==> config.mk <==
export PLATFORM = sky130hd
export DESIGN_NAME = epoch_seconds_to_calendar_core_flat
export DESIGN_NICKNAME = d
export VERILOG_FILES = /design/src/rtl/e2c_pkg.sv /design/src/rtl/e2c_stamp_if.sv /design/src/rtl/e2c_cal_if.sv /design/src/rtl/e2c_tod.sv /design/src/rtl/epoch_seconds_to_calendar_core.sv /design/src/flat_wrapper.sv
export SDC_FILE = /design/constraint.sdc
export NUM_CORES = 2
export LEC_CHECK = 0
export ABC_AREA = 1
export BUFFER_PORTS_ARGS = -buffer_cell sky130_fd_sc_hd__buf_2
export CAP_MARGIN = 10
export CORE_MARGIN = 2
export CORE_UTILIZATION = 35
export CTS_BUF_LIST = sky130_fd_sc_hd__clkbuf_4
export DETAILED_ROUTE_END_ITERATION = 10
export HOLD_SLACK_MARGIN = 0.05
export SLEW_MARGIN = 10
export SYNTH_ARGS = -nofsm -noshare
export SYNTH_HDL_FRONTEND = slang
export SYNTH_HIERARCHICAL = 1
export SYNTH_SLANG_ARGS = --single-unit
==> constraint.sdc <==
create_clock -name clk -period 19.4 [get_ports clk]
set_clock_uncertainty 0.05 [all_clocks]
set_input_delay 2.91 -clock clk [delete_from_list [all_inputs] [get_ports clk]]
set_output_delay 2.91 -clock clk [all_outputs]
set_load 0.01 [all_outputs]
==> src/rtl/e2c_pkg.sv <==
package e2c_pkg;

  localparam int unsigned FirstYear = 70;
  localparam logic [7:0]  Year2100Idx = 8'd130;
  localparam logic [2:0]  EpochWeekday = 3'd4;

  // reciprocal constants, rounded up; exact over the operand ranges used
  localparam logic [25:0] DayRecip  = 26'(((64'd1 << 35) + 64'd674) / 64'd675);
  localparam int unsigned DayShift  = 35;
  localparam logic [16:0] YearRecip = 17'(((64'd1 << 25) + 64'd364) / 64'd365);
  localparam int unsigned YearShift = 25;
  localparam logic [17:0] HourRecip = 18'(((64'd1 << 29) + 64'd3599) / 64'd3600);
  localparam int unsigned HourShift = 29;
  localparam logic [12:0] MinRecip  = 13'(((64'd1 << 18) + 64'd59) / 64'd60);
  localparam int unsigned MinShift  = 18;

  localparam logic [8:0] MonthStartLeap [13] =
    '{9'd0, 9'd31, 9'd60, 9'd91, 9'd121, 9'd152, 9'd182, 9'd213, 9'd244, 9'd274,
      9'd305, 9'd335, 9'd366};
  localparam logic [8:0] MonthStartCommon [13] =
    '{9'd0, 9'd31, 9'd59, 9'd90, 9'd120, 9'd151, 9'd181, 9'd212, 9'd243, 9'd273,
      9'd304, 9'd334, 9'd365};

  function automatic logic [8:0] month_start(input logic leap, input logic [3:0] m);
    logic [8:0] v;
    v = leap ? MonthStartLeap[m] : MonthStartCommon[m];
    return v;
  endfunction

  // days from the epoch to January 1 of year index yi (years after 1970)
  function automatic logic [15:0] jan1_days(input logic [7:0] yi);
    logic [8:0]  yp1;
    logic [15:0] base;
    logic [15:0] leaps;
    yp1   = {1'b0, yi} + 9'd1;
    base  = 16'(yi) * 16'd365;
    leaps = 16'(yp1[8:2]) - ((yi > Year2100Idx) ? 16'd1 : 16'd0);
    return base + leaps;
  endfunction

endpackage

==> src/rtl/e2c_stamp_if.sv <==
interface e2c_stamp_if;
  logic        valid;
  logic        ready;
  logic [31:0] epoch_seconds;

  modport source(output valid, epoch_seconds, input ready);
  modport sink(input valid, epoch_seconds, output ready);
endinterface

==> src/rtl/e2c_cal_if.sv <==
interface e2c_cal_if;
  logic       valid;
  logic       ready;
  logic [7:0] year_since_1900;
  logic [3:0] month_index;
  logic [4:0] day_of_month;
  logic [8:0] day_of_year;
  logic [2:0] weekday;
  logic [4:0] hour_of_day;
  logic [5:0] minute_of_hour;
  logic [5:0] second_of_minute;

  modport source(output valid, year_since_1900, month_index, day_of_month, day_of_year,
                 weekday, hour_of_day, minute_of_hour, second_of_minute, input ready);
  modport sink(input valid, year_since_1900, month_index, day_of_month, day_of_year,
               weekday, hour_of_day, minute_of_hour, second_of_minute, output ready);
endinterface

==> src/rtl/e2c_tod.sv <==
// seconds of day -> hour, minute, second; four register stages
module e2c_tod
  import e2c_pkg::*;
(
  input  logic        clk,
  input  logic        en,
  input  logic [16:0] rem,
  output logic [4:0]  hour,
  output logic [5:0]  minute,
  output logic [5:0]  second
);

  logic [16:0] rem3;
  logic [34:0] hprod3;
  logic [4:0]  h_est;
  logic [16:0] h3600;
  logic [4:0]  h4;
  logic [11:0] r2_4;
  logic [4:0]  h5;
  logic [11:0] r2_5;
  logic [24:0] mprod5;
  logic [5:0]  m_est;
  logic [11:0] m60;

  assign h_est = hprod3[HourShift+4:HourShift];
  assign h3600 = 17'(h_est) * 17'd3600;
  assign m_est = mprod5[MinShift+5:MinShift];
  assign m60   = 12'(m_est) * 12'd60;

  always_ff @(posedge clk) begin
    if (en) begin
      rem3   <= rem;
      hprod3 <= 35'(rem) * 35'(HourRecip);
      h4     <= h_est;
      r2_4   <= rem3[11:0] - h3600[11:0];
      h5     <= h4;
      r2_5   <= r2_4;
      mprod5 <= 25'(r2_4) * 25'(MinRecip);
      hour   <= h5;
      minute <= m_est;
      second <= r2_5[5:0] - m60[5:0];
    end
  end

endmodule

==> src/rtl/epoch_seconds_to_calendar_core.sv <==
// channel   dir  modport  payload
// stamp     in   sink     epoch_seconds[31:0]
// calendar  out  source   year, month, mday, yday, wday, hour, minute, second
//
// Six register stages, last one is the output register.
// One transaction per cycle while calendar is not stalled; each stage holds
// constant-reciprocal multiplies and/or subtract/compare steps.
// rst (synchronous) clears the stage valid bits only.
// A stall on calendar freezes every stage; stamp.ready follows it.
module epoch_seconds_to_calendar_core
  import e2c_pkg::*;
(
  input  logic clk,
  input  logic rst,
  e2c_stamp_if.sink  stamp,
  e2c_cal_if.source  calendar
);

  logic [5:0]  vld;
  logic        en;

  // stage 1
  logic [31:0] secs1;
  logic [50:0] dprod1;
  // stage 2
  logic [15:0] days_c;
  logic [25:0] d675;
  logic [16:0] wsum_in;
  logic [5:0]  wsum;
  logic [3:0]  wfold;
  logic [2:0]  wday_c;
  logic [15:0] days2;
  logic [16:0] rem2;
  logic [32:0] yprod2;
  logic [2:0]  wday2;
  // stage 3
  logic [7:0]  ye_c;
  logic [7:0]  ye_m1;
  logic [15:0] days3;
  logic [7:0]  ye3;
  logic [15:0] jan_a3;
  logic [15:0] jan_b3;
  logic [2:0]  wday3;
  // stage 4
  logic        back_c;
  logic [15:0] yd_full;
  logic [7:0]  yi_c;
  logic [7:0]  yi4;
  logic [8:0]  yday4;
  logic        leap4;
  logic [2:0]  wday4;
  // stage 5
  logic [3:0]  mon_c;
  logic [7:0]  yi5;
  logic [8:0]  yday5;
  logic        leap5;
  logic [3:0]  mon5;
  logic [2:0]  wday5;
  // stage 6
  logic [8:0]  mstart;
  logic [8:0]  dom_full;
  logic [7:0]  year6;
  logic [3:0]  mon6;
  logic [4:0]  dom6;
  logic [8:0]  yday6;
  logic [2:0]  wday6;
  logic [4:0]  hour6;
  logic [5:0]  min6;
  logic [5:0]  sec6;

  assign en          = !vld[5] || calendar.ready;
  assign stamp.ready = en;

  always_ff @(posedge clk) begin
    if (rst) begin
      vld <= '0;
    end else if (en) begin
      vld <= {vld[4:0], stamp.valid};
    end
  end

  // days since epoch and seconds of day
  assign days_c  = dprod1[DayShift+15:DayShift];
  assign d675    = 26'(days_c) * 26'd675;
  // (days + 4) mod 7 by octal digit folding
  assign wsum_in = 17'(days_c) + 17'(EpochWeekday);
  assign wsum    = 6'(wsum_in[2:0]) + 6'(wsum_in[5:3]) + 6'(wsum_in[8:6])
                 + 6'(wsum_in[11:9]) + 6'(wsum_in[14:12]) + 6'(wsum_in[16:15]);
  assign wfold   = 4'(wsum[5:3]) + 4'(wsum[2:0]);
  assign wday_c  = (wfold >= 4'd7) ? 3'(wfold - 4'd7) : wfold[2:0];

  // year estimate and the two candidate year starts
  assign ye_c  = yprod2[YearShift+7:YearShift];
  assign ye_m1 = (ye_c == 8'd0) ? 8'd0 : ye_c - 8'd1;

  // estimate overshoots by at most one year
  assign back_c  = days3 < jan_a3;
  assign yi_c    = back_c ? ye3 - 8'd1 : ye3;
  assign yd_full = days3 - (back_c ? jan_b3 : jan_a3);

  always_comb begin
    mon_c = '0;
    for (int k = 1; k < 12; k++) begin
      if (yday4 >= month_start(leap4, 4'(k))) mon_c = mon_c + 4'd1;
    end
  end

  assign mstart   = month_start(leap5, mon5);
  assign dom_full = yday5 - mstart + 9'd1;

  always_ff @(posedge clk) begin
    if (en) begin
      secs1  <= stamp.epoch_seconds;
      dprod1 <= 51'(stamp.epoch_seconds[31:7]) * 51'(DayRecip);

      days2  <= days_c;
      rem2   <= {secs1[16:7] - d675[9:0], secs1[6:0]};
      yprod2 <= 33'(days_c) * 33'(YearRecip);
      wday2  <= wday_c;

      days3  <= days2;
      ye3    <= ye_c;
      jan_a3 <= jan1_days(ye_c);
      jan_b3 <= jan1_days(ye_m1);
      wday3  <= wday2;

      yi4    <= yi_c;
      yday4  <= yd_full[8:0];
      leap4  <= (yi_c[1:0] == 2'd2) && (yi_c != Year2100Idx);
      wday4  <= wday3;

      yi5    <= yi4;
      yday5  <= yday4;
      leap5  <= leap4;
      mon5   <= mon_c;
      wday5  <= wday4;

      year6  <= yi5 + 8'(FirstYear);
      mon6   <= mon5;
      dom6   <= dom_full[4:0];
      yday6  <= yday5;
      wday6  <= wday5;
    end
  end

  e2c_tod u_tod (
    .clk    (clk),
    .en     (en),
    .rem    (rem2),
    .hour   (hour6),
    .minute (min6),
    .second (sec6)
  );

  assign calendar.valid            = vld[5];
  assign calendar.year_since_1900  = year6;
  assign calendar.month_index      = mon6;
  assign calendar.day_of_month     = dom6;
  assign calendar.day_of_year      = yday6;
  assign calendar.weekday          = wday6;
  assign calendar.hour_of_day      = hour6;
  assign calendar.minute_of_hour   = min6;
  assign calendar.second_of_minute = sec6;

  a_date_range: assert property (@(posedge clk) disable iff (rst)
    vld[5] |-> (mon6 <= 4'd11 && dom6 != 5'd0 && year6 >= 8'd70 && year6 <= 8'd206))
    else $error("calendar date field out of range");

  a_yday_wday: assert property (@(posedge clk) disable iff (rst)
    vld[5] |-> (yday6 <= 9'd365 && wday6 <= 3'd6))
    else $error("day of year or weekday out of range");

  a_tod_range: assert property (@(posedge clk) disable iff (rst)
    vld[5] |-> (hour6 <= 5'd23 && min6 <= 6'd59 && sec6 <= 6'd59))
    else $error("time of day out of range");

  a_enter: assert property (@(posedge clk) disable iff (rst)
    (stamp.valid && stamp.ready) |=> vld[0])
    else $error("accepted transaction lost at pipeline entry");

endmodule
==> src/flat_wrapper.sv <==
// flat-port wrapper written by rule: the top's interface ports become plain ports
module epoch_seconds_to_calendar_core_flat import e2c_pkg::*;
  (clk, rst, stamp_valid, stamp_epoch_seconds, stamp_ready, calendar_valid, calendar_year_since_1900, calendar_month_index, calendar_day_of_month, calendar_day_of_year, calendar_weekday, calendar_hour_of_day, calendar_minute_of_hour, calendar_second_of_minute, calendar_ready);
  e2c_stamp_if stamp_i ();
  e2c_cal_if calendar_i ();
  input  logic clk;
  input  logic rst;
  input wire logic [$bits(stamp_i.valid)-1:0] stamp_valid;
  input wire logic [$bits(stamp_i.epoch_seconds)-1:0] stamp_epoch_seconds;
  output wire logic [$bits(stamp_i.ready)-1:0] stamp_ready;
  output wire logic [$bits(calendar_i.valid)-1:0] calendar_valid;
  output wire logic [$bits(calendar_i.year_since_1900)-1:0] calendar_year_since_1900;
  output wire logic [$bits(calendar_i.month_index)-1:0] calendar_month_index;
  output wire logic [$bits(calendar_i.day_of_month)-1:0] calendar_day_of_month;
  output wire logic [$bits(calendar_i.day_of_year)-1:0] calendar_day_of_year;
  output wire logic [$bits(calendar_i.weekday)-1:0] calendar_weekday;
  output wire logic [$bits(calendar_i.hour_of_day)-1:0] calendar_hour_of_day;
  output wire logic [$bits(calendar_i.minute_of_hour)-1:0] calendar_minute_of_hour;
  output wire logic [$bits(calendar_i.second_of_minute)-1:0] calendar_second_of_minute;
  input wire logic [$bits(calendar_i.ready)-1:0] calendar_ready;
  assign stamp_i.valid = stamp_valid;
  assign stamp_i.epoch_seconds = stamp_epoch_seconds;
  assign stamp_ready = stamp_i.ready;
  assign calendar_valid = calendar_i.valid;
  assign calendar_year_since_1900 = calendar_i.year_since_1900;
  assign calendar_month_index = calendar_i.month_index;
  assign calendar_day_of_month = calendar_i.day_of_month;
  assign calendar_day_of_year = calendar_i.day_of_year;
  assign calendar_weekday = calendar_i.weekday;
  assign calendar_hour_of_day = calendar_i.hour_of_day;
  assign calendar_minute_of_hour = calendar_i.minute_of_hour;
  assign calendar_second_of_minute = calendar_i.second_of_minute;
  assign calendar_i.ready = calendar_ready;
  epoch_seconds_to_calendar_core u_core (.clk(clk), .rst(rst), .stamp(stamp_i), .calendar(calendar_i));
endmodule
==> results.ini <==
[yosys]
ys_seq_area_share_pct=21.8
avgSynthCellArea_um2=9.78
yosysWarnings=6
syn-num-nets=5164
ys_seq_elements=278
synthCells=3880
synth-main-ff-cell=edfxtp_1
synth_edf_count=272
synth_cell_types=57
async_flop_share_pct=0
synthesis.area_mm2=0.0380

[run]
drv_cap=0

[route]
routed_wl_um=79600
vias=25400
drcViolationCount=0
drtIter0Drc=1207
vias_per_cell=4.62
dr.pass1.iters=5
ant_nets=0
wl_per_cell_um=14.5

[timing]
maxSlewHeadroom_pct=38.6
worst_pin_slew_ns=0.921
rsz0062_at_grt=false
min_period_ns=8.25
finalCritPeriodShare_pct=42.5
slew_violations=0
setup_tns_ns=0
fmax_mhz=121
hold_violations=0
finalSetupViolCount=0

[cells_and_area]
final_common_cell=inv_1
syn_to_final_growth_pct=8.33
most-common-layout-cells=inv_1, ha_1, nand2_1, fa_1, edfxtp_1
fin_nets=5323
drive_above_1_share_pct=6.45

[clock_network]
ctsResizeCount=0
cts_setup_buffers=0
cts_made_buffers=75
cts_tree=done
cts.sinks=278
cts.hold.buffers_added=0
cts_buffer_depth=3
clkSlewWorstSetupHoldPaths_ns=0.06
h-tree-depth=3
clk_latency_ns=0.78
cts-root-buf=clkbuf_4

[placed_design]
port_buffers=83
place_hpwl_um=67100
gp_congestion=0.908

[setup_path]
path_max_fanout=12
crit_required_ns=19.86
rr_worst_depth=29
start_kind=input pin
end_kind=flip-flop
cp_data_arrival_time_ns=8.71
path_class=in2reg
reg2reg_slack_ns=12.20

[floorplan]
dieArea_mm2=0.111
core_area_mm2=0.107
die_w_um=333
ioPinCount=84
std_cell_rows=120
dieHeight_um=333
initial_core_util_pct=35.4

[grt]
grt_pass1_vias=26600
grt_usage_pct=14.7
grt_max_degree=155
antenna_found_initial=3
grt-ovfl-total=0
grt_pass1_wl_um=133000

[hold_path]
min_path_cells=0
hold_class=reg2reg

[run_status]
status=complete, no violations

[layout make-up]
type / count / area, um2
diodes: 1 / 2.50
clock buffers: 94 / 706
clock inverters: 35 / 264
fillers: 10700 / 66200
inverters: 1017 / 3820
multi-input cells: 2581 / 25800
flip-flops and latches: 278 / 8290
well taps: 1403 / 1760
repair buffers: 86 / 450
[critical path, stage by stage]
cell	delay, ns
buf_2	0.22
fa_1	0.55
inv_1	0.05
fa_1	0.48
inv_1	0.05
ha_1	0.29
fa_1	0.52
inv_1	0.05
fa_1	0.46
fa_1	0.55
inv_1	0.05
fa_1	0.49
ha_1	0.35
a21oi_1	0.20
o21ai_0	0.14
a21oi_1	0.14
o21ai_0	0.14
nand3_1	0.09
a21boi_0	0.11
o21ai_0	0.17
nand2_1	0.12
nand3_1	0.09
nand3_1	0.14
nand3b_1	0.12
nand3_1	0.08
xor2_1	0.14
[cells by family (layout without fill, tap and decap cells)]
group                      count (synthesis)  in the layout  synth area share [%]
DFF                                      278            278                  21.8
xor gates and xnor gates                 163            163                  3.76
adders and majority gates               1248           1248                  49.5
and+or+nand+nor                          813            813                  9.50
other                                      0              1                     0
muxes                                      1              1                0.0297
buffers and inverters                   1021           1232                  10.1
AOI/OAI and AO/OA                        356            356                  5.30
[per-stage QoR]
| stage | cell area [um2] | hold WS [ns] | worst slack, ns | util [%] | std cells |
|---|---|---|---|---|---|
| after global placement | 40100 | 0.351 | 10.47 | 37.4 | 5365 |
| after CTS | 41100 | 0.349 | 11.33 | 38.3 | 5494 |
| after global routing | 41100 | 0.368 | 10.91 | 38.3 | 5495 |
| final | 41100 | 0.353 | 11.15 | 38.3 | 5495 |
| after floorplan | 38000 | 0.350 | 8.06 | - | 3880 |
| after detailed placement | 40100 | 0.355 | 10.43 | 37.4 | 5365 |
[state kept, by name, summed over array words and instances, names as in the netlist, 9 cells and up]
signal,count
u_core/calendar.day_of_year,9
u_core/days2,16
u_core/days3,16
u_core/dprod1,16
u_core/jan_a3,16
u_core/jan_b3,9
u_core/rem2,17
u_core/secs1,17
u_core/u_tod/r2_4,12
u_core/u_tod/rem3,12
u_core/yday4,9
u_core/yday5,9
[worst paths after layout]
| check | start | end |
|---|---|---|
| max | stamp_epoch_seconds[12] | u_core/dprod1[50] |
| min | u_core/u_tod/h4[3] | u_core/u_tod/h5[3] |
| max reg2reg | u_core/yprod2[25] | u_core/jan_b3[8] |
| min reg2reg | u_core/u_tod/h4[3] | u_core/u_tod/h5[3] |
[per-layer routing]
layer | GRT usage [%] | wire (um) | share of wire, % | vias up
met2 | 25.4 | 38000 | 48 | 416
met1 | 19.6 | 37700 | 47 | 12100
met5 | 0 | 13 | 0.016 | -
li1 | - | - | - | 12700
met3 | 1.75 | 2440 | 3.1 | 104
met4 | 3.10 | 1340 | 1.7 | 2
[synth_stat cells (2+ instances only)]
cell / number / area share [%]
o21bai_1: 11 / 0.22
or2_2: 5 / 0.082
and2_1: 4 / 0.066
nand2_1: 421 / 4.2
a21oi_1: 181 / 2.4
nor2_2: 5 / 0.082
nand2_4: 8 / 0.24
xor2_1: 99 / 2.3
nor4_1: 4 / 0.066
buf_4: 2 / 0.040
o211ai_1: 2 / 0.040
a21o_1: 13 / 0.26
nor2_1: 164 / 1.6
o21a_1: 9 / 0.18
nor2_4: 5 / 0.15
nand3_1: 103 / 1.4
nand4_1: 22 / 0.36
a31oi_1: 8 / 0.13
xnor2_1: 64 / 1.5
nor3_2: 3 / 0.079
fa_1: 421 / 22
inv_1: 1003 / 9.9
o31ai_1: 7 / 0.14
or2_1: 2 / 0.033
nand3_2: 7 / 0.18
a211oi_1: 7 / 0.14
edfxtp_1: 272 / 22
a21boi_0: 4 / 0.079
nand3b_1: 8 / 0.16
nand2_2: 14 / 0.23
ha_1: 827 / 27
o21ai_0: 99 / 1.3
dfxtp_1: 6 / 0.32
nand3_4: 3 / 0.14
inv_2: 13 / 0.13
nor3_1: 33 / 0.44
Power is left out: the tool's default activity adds up to more than one toggle a clock period on the data nets, which glitch-free logic cannot reach.
